**src/design/cvwm_pkg.sv**
```systemverilog
`timescale 1ns / 1ps
// shared types, constants and helpers of the cell voltage window mean reporter
// no dependencies

package cvwm_pkg;

    // pack geometry
    localparam int MODULES = 16;
    localparam int CELLS   = 8;
    localparam int ENTRIES = MODULES * CELLS;
    localparam int ENT_W   = $clog2(ENTRIES);

    // field widths
    localparam int MOD_W  = 4;
    localparam int CELL_W = 3;
    localparam int MV_W   = 16;
    localparam int VAL_W  = 17;
    localparam int SUM_W  = 32;
    localparam int CNT_W  = 16;
    localparam int NUM_W  = SUM_W + 1;
    localparam int DIV_STEP_W = $clog2(MV_W);

    localparam logic [CNT_W-1:0] COUNT_MAX = '1;
    localparam logic [VAL_W-1:0] VALUE_MAX = '1;

    localparam logic [MV_W-1:0] MIN_VALID_RST = 16'd1500;
    localparam logic [MV_W-1:0] MAX_VALID_RST = 16'd4500;

    // configuration register indexes
    localparam logic CFG_MIN_VALID = 1'b0;
    localparam logic CFG_MAX_VALID = 1'b1;

    // item and report kinds
    localparam logic KIND_SAMPLE   = 1'b0;
    localparam logic KIND_CLOSE    = 1'b1;
    localparam logic REPORT_CELL   = 1'b0;
    localparam logic REPORT_MODULE = 1'b1;

    typedef logic [ENT_W-1:0] t_ent;

    typedef struct packed {
        logic              kind;
        logic [MOD_W-1:0]  module_index;
        logic [CELL_W-1:0] cell_index;
        logic              module_present;
        logic [MV_W-1:0]   cell_mv;
        logic              force_report;
    } t_in_item;

    typedef struct packed {
        logic              report_kind;
        logic [MOD_W-1:0]  out_module;
        logic [CELL_W-1:0] out_cell;
        logic [VAL_W-1:0]  value_mv;
        logic              last_report;
    } t_out_item;

    typedef struct packed {
        logic [CNT_W-1:0] count;
        logic [SUM_W-1:0] sum;
    } t_acc;

    // request to the shared divider
    typedef struct packed {
        logic             start;
        logic [NUM_W-1:0] num;
        logic [CNT_W-1:0] den;
    } t_div_req;

    function automatic t_ent entry_addr(input logic [MOD_W-1:0] m, input logic [CELL_W-1:0] c);
        return ENT_W'(int'(m) * CELLS + int'(c));
    endfunction

endpackage

```
**src/design/cvwm_div.sv**
```systemverilog
`timescale 1ns / 1ps
// radix-2 restoring divider, one quotient bit per cycle
// depends on cvwm_pkg; assumes the quotient fits in MV_W bits

module cvwm_div import cvwm_pkg::*; (
    input  logic            i_clk,
    input  logic            i_rst_n,
    input  t_div_req        i_req,
    output logic            o_done,
    output logic [MV_W-1:0] o_quo
);

    logic                  r_busy, n_busy;
    logic                  r_done, n_done;
    logic [DIV_STEP_W-1:0] r_step, n_step;
    logic [CNT_W-1:0]      r_rem, n_rem;
    logic [CNT_W-1:0]      r_den, n_den;
    logic [MV_W-1:0]       r_quo, n_quo;

    logic [CNT_W:0] w_trial;
    logic           w_ge;

    assign w_trial = {r_rem, r_quo[MV_W-1]};
    assign w_ge    = w_trial >= {1'b0, r_den};

    always_comb begin
        n_busy = r_busy;
        n_done = 1'b0;
        n_step = r_step;
        n_rem  = r_rem;
        n_den  = r_den;
        n_quo  = r_quo;
        if (i_req.start) begin
            // upper part is already below the divisor, so only MV_W steps remain
            n_busy = 1'b1;
            n_step = '0;
            n_rem  = CNT_W'(i_req.num[NUM_W-1:MV_W]);
            n_quo  = i_req.num[MV_W-1:0];
            n_den  = i_req.den;
        end else if (r_busy) begin
            n_rem  = w_ge ? CNT_W'(w_trial - {1'b0, r_den}) : w_trial[CNT_W-1:0];
            n_quo  = {r_quo[MV_W-2:0], w_ge};
            n_step = r_step + 1'b1;
            if (r_step == DIV_STEP_W'(MV_W - 1)) begin
                n_busy = 1'b0;
                n_done = 1'b1;
            end
        end
    end

    always_ff @(posedge i_clk) begin
        if (!i_rst_n) begin
            r_busy <= 1'b0;
            r_done <= 1'b0;
            r_step <= '0;
        end else begin
            r_busy <= n_busy;
            r_done <= n_done;
            r_step <= n_step;
        end
    end

    always_ff @(posedge i_clk) begin
        r_rem <= n_rem;
        r_den <= n_den;
        r_quo <= n_quo;
    end

    assign o_done = r_done;
    assign o_quo  = r_quo;

endmodule
```
**config.mk**
```make
export PLATFORM = sky130hd
export DESIGN_NAME = cvwm_div
export DESIGN_NICKNAME = d
export VERILOG_FILES = /design/src/design/cvwm_pkg.sv /design/src/design/cvwm_div.sv
export SDC_FILE = /design/constraint.sdc
export NUM_CORES = 1
export LEC_CHECK = 0
export BUFFER_PORTS_ARGS = -buffer_cell sky130_fd_sc_hd__buf_2
export CAP_MARGIN = 15
export CORE_MARGIN = 1
export CORE_UTILIZATION = 40
export CTS_BUF_LIST = sky130_fd_sc_hd__clkbuf_8
export DETAILED_ROUTE_END_ITERATION = 10
export HOLD_SLACK_MARGIN = 0.1
export SLEW_MARGIN = 30
export SYNTH_ARGS = -nofsm -noshare
export SYNTH_HDL_FRONTEND = slang
export SYNTH_SLANG_ARGS = --single-unit
export TNS_END_PERCENT = 20
```
**constraint.sdc**
```tcl
create_clock -name i_clk -period 2.88 [get_ports i_clk]
set_input_delay 0.144 -clock i_clk [delete_from_list [all_inputs] [get_ports i_clk]]
set_output_delay 0.144 -clock i_clk [all_outputs]
set_load 0.01 [all_outputs]
```
==> summary.txt <==
Detailed routing
  – Number of DRC markers after the initial detailed-route iteration: around 140
  – Number of remaining DRC errors: 0
  – Routed Antenna Nets: 0
  – Total Routed Length: 6.80 mm
  – Via count of the routed design: ~2400
  – Mean number of vias per cell: about 5.3
  – TritonRoute pass-1 iters: 4
  – Average wire length per cell after detail routing: around 15 um

Die
  – Die X: between 90 and 100 um
  – Die footprint: about 0.0083 mm^2
  – Initial core utilization: between 40% and 50%
  – I/O pin total: 69
  – Count of standard-cell rows: 32
  – Core area: 0.00773 mm^2
  – Height of the die: between 90 and 100 um

Placement
  – Instance count after placement with tap cells included: 437
  – Weighted congestion reported at the end of routability-driven placement: ~0.88
  – Place WS: roughly 0.15 ns
  – Cell area after placement: between 0.003 and 0.004 mm^2
  – Port buffer count: 67
  – HPWL after DPL: approximately 4.8 mm

Power and ir drop
  – VDD IR max: between 0.2 and 0.3 mV
  – Total Power: around 2.7 mW
  – Pleak: about 1.6 nW
  – Power Dens Cells: between 600 and 700 mW/mm^2

Synthesis
  – Share of synthesized flip-flops with an asynchronous set or reset: 0%
  – Top FF cell, synth: edfxtp_1
  – Post-synth cell types: 52
  – Adder-Cell Fraction of Synth Area: 7.32%
  – Syn Nets: 345
  – Post-synthesis instance total: approximately 280
  – Synthesized area: roughly 0.0032 mm^2
  – Xor and xnor area share after synthesis: under 10%
  – Synth top area cells: edfxtp_1 45%, ha_1 6.7%, mux2_2 5.3%
  – #FFs+latches synth: 54
  – Part of the Yosys area used for sequential elements: between 40 and 50%
  – Ys Warns: 0
  – Fraction of the mapped netlist area in compound gates: 17.6%
  – Main combinational cell family by area after synthesis: compound AO/OA/AOI/OAI gates
  – Post-synthesis share of cell area spent on and, or, nand and nor gates: between 10% and 20%
  – Number of enable-type register cells in the synthesized netlist: 48
  – Mean area per synthesized cell: between 10 and 15 um^2
  – Cell accounting for the most synthesized area: edfxtp_1
  – Synth top area share: 45.3%
  – Multiplexer fraction of the synthesized cell area: between 5 and 6%

Global route
  – Vias in the first global route: between 2000 and 2500
  – Remaining Overflow, GRT: 0
  – Layer with the highest usage: met2
  – Maximum number of pins on one net before global-route repair: 37
  – Global-route track usage on met1: around 23%
  – GR Util All Layers: approximately 17%
  – Global-route met2 utilization: around 29%
  – Global routing met3 resource utilization: roughly 4.2%
  – Number of antenna violations at the first check in global routing: 0
  – Global-route wire length before repair: about 12 mm

Critical path
  – Startpoint class of the critical path: flip-flop
  – Data arrival time of the critical path: around 2.8 ns
  – Total buffers and inverters traversed by the critical path: 2
  – Slowest Stage Delay on Critical Path: ~0.47 ns
  – Data required time at the worst endpoint: slightly below 3 ns
  – Capturing element type of the critical path: flip-flop
  – Library cell contributing the largest single delay on the critical path: a2111oi_0
  – Crit Path Category: flip-flop to flip-flop
  – Sequence of cells on the critical path: inv_1, ha_1, inv_1, fa_1, a211oi_1, o21ai_2, a2111oi_0, nor3_1, xnor2_1, o31ai_1
  – Most used cell, CP: inv_1
  – Top Family by Delay on Critical Path: compound AO/OA/AOI/OAI gates
  – Reg2reg path depth: 10
  – Largest fanout on the critical path: 5
  – CP Depth: 10

STA
  – Worst slew pin tran: 0.813 ns
  – Remaining max-slew budget at the tightest pin: 45.8%
  – Ratio of final minimum period to clock period: a little over nine tenths
  – Slew Viols, Final: 0
  – FMAX: 367 MHz
  – Worst clock skew: 0.00622 ns
  – WHS: between 0.1 and 0.15 ns
  – Final worst path period need: roughly 2.7 ns
  – Final setup fails: 0
  – Final setup TNS: 0 ns
  – Hold Violations, Final: 0
  – Setup repair after global routing missed its margin: yes
  – Final WS setup: ~0.16 ns

CTS
  – Post-CTS clock slew at the launch and capture registers of the worst setup and hold paths: 0.10 ns
  – Clock insertion delay at the later pin of the skew report: around 0.31 ns
  – # clock sinks: 54
  – Cell at the root of the clock tree: clkbuf_8
  – CTS tree: yes
  – Level count of the clock H-tree: 2
  – Post-CTS Setup Bufs: 0
  – Number of buffers added by the clock tree synthesis step: 5
  – Maximum buffer depth of the clock tree: 2

Hold path
  – Hold-critical path depth: 3
  – Hold Path Class: input port to flip-flop

Final layout
  – Final net count: ~430
  – End-of-flow core utilization: between 50% and 60%
  – Non-filler cells in the finished layout: 462
  – Antenna cells: 0
  – Post-Layout Inst Area: between 0.003 and 0.004 mm^2
  – Fraction of layout cells with a size suffix above 1: between 20 and 30%
  – Synth-to-Final Area Change: 22.7%

Flow run
  – Max-capacitance violation count: 0

Run status
  – Status: finished, final reports clean
-- layout make-up --
type | count | area (um^2)
fill | 720 | 3820
sequential | 54 | 1560
multi-input combinational | 188 | 1480
timing repair buffer | 89 | 543
tap | 102 | 128
inverter | 21 | 78.8
clock buffer | 5 | 68.8
clock inverter | 3 | 40.0
-- synthesized netlist by cell type, types with 2 or more instances --
library cell	instances
a2111oi_0	2
a211oi_1	2
a21o_1	9
a21oi_1	17
a221o_1	2
a32oi_1	5
and4_1	3
buf_1	3
clkbuf_1	6
dfxtp_1	6
edfxtp_1	48
ha_1	17
inv_1	21
mux2_2	15
nand2_1	16
nand2b_1	4
nand3_1	4
nand4_1	2
nand4b_1	6
nor2_1	10
nor2b_1	8
nor3_1	9
o211ai_1	3
o21ai_0	4
o311ai_1	6
o31ai_1	7
xnor2_1	9
xor2_1	7
-- path summary, 6_finish.rpt --
| kind | startpoint | end | slack (ns) |
|---|---|---|---|
| min | i_req[44] | r_rem[12]$_DFFE_PP_ | 0.11 |
| max | o_quo[15]$_DFFE_PP_ | r_rem[12]$_DFFE_PP_ | 0.16 |
| min reg2reg | r_step[3]$_SDFFE_PP0P_ | o_done$_SDFF_PP0_ | 0.49 |
| max reg2reg | o_quo[15]$_DFFE_PP_ | r_rem[12]$_DFFE_PP_ | 0.16 |
-- routing by layer --
metal	share of wire, %	vias to the layer above
met3	5.3	8
met5	0	-
met4	1.2	0
li1	-	1217
met2	47	67
met1	47	1145
-- where the power goes --
part	leakage (nW)	internal [mW]	switching (mW)
combinational	1.02	0.480	0.613
sequential	0.529	1.01	0.0627
clock	0.0599	0.257	0.253
total	1.61	1.74	0.929
-- sequential cells by signal, indices dropped and copies added (netlist names) --
name / cells
o_done: 1
o_quo: 16
r_busy: 1
r_den: 16
r_rem: 16
r_step: 4
-- worst min-delay path: stages --
cell     delay, ns
buf_2         0.08
a32oi_1       0.04
o31ai_1       0.05
-- layout by cell type, fill, tap and decap left out, types with 2 or more instances in the layout --
cell,instances
nor2_1,10
nand3_1,4
o311ai_1,6
xnor2_1,9
a21oi_1,17
buf_4,5
edfxtp_1,48
dlygate4sd3_1,17
a211oi_1,2
nand4b_1,6
a221o_1,2
dfxtp_1,6
o31ai_1,7
a32oi_1,5
a21o_1,9
nor3_1,9
o21ai_0,4
clkbuf_8,5
xor2_1,7
ha_1,17
nor2b_1,8
buf_2,67
o211ai_1,3
nand2_1,16
and4_1,3
inv_1,22
mux2_2,15
nand4_1,2
nand2b_1,4
-- cell families (layout without fill, tap and decap cells) --
logic type                 Yosys count  after routing
DFF                                 54             54
xor gates and xnor gates            16             16
buffers and inverters               33            118
adders and majority gates           18             18
AOI/OAI and AO/OA                   72             72
muxes                               16             16
and+or+nand+nor                     66             66
-- repair_timing --
| action | CTS | global route |
|---|---|---|
| hold endpoints to repair | 17 | 0 |
| endpoints found under the setup margin | 0 | 2 |
| gates resized for setup | 0 | 1 |
| hold buffers | 17 | 0 |
No activity file was read; power rests on OpenSTA's default activity.
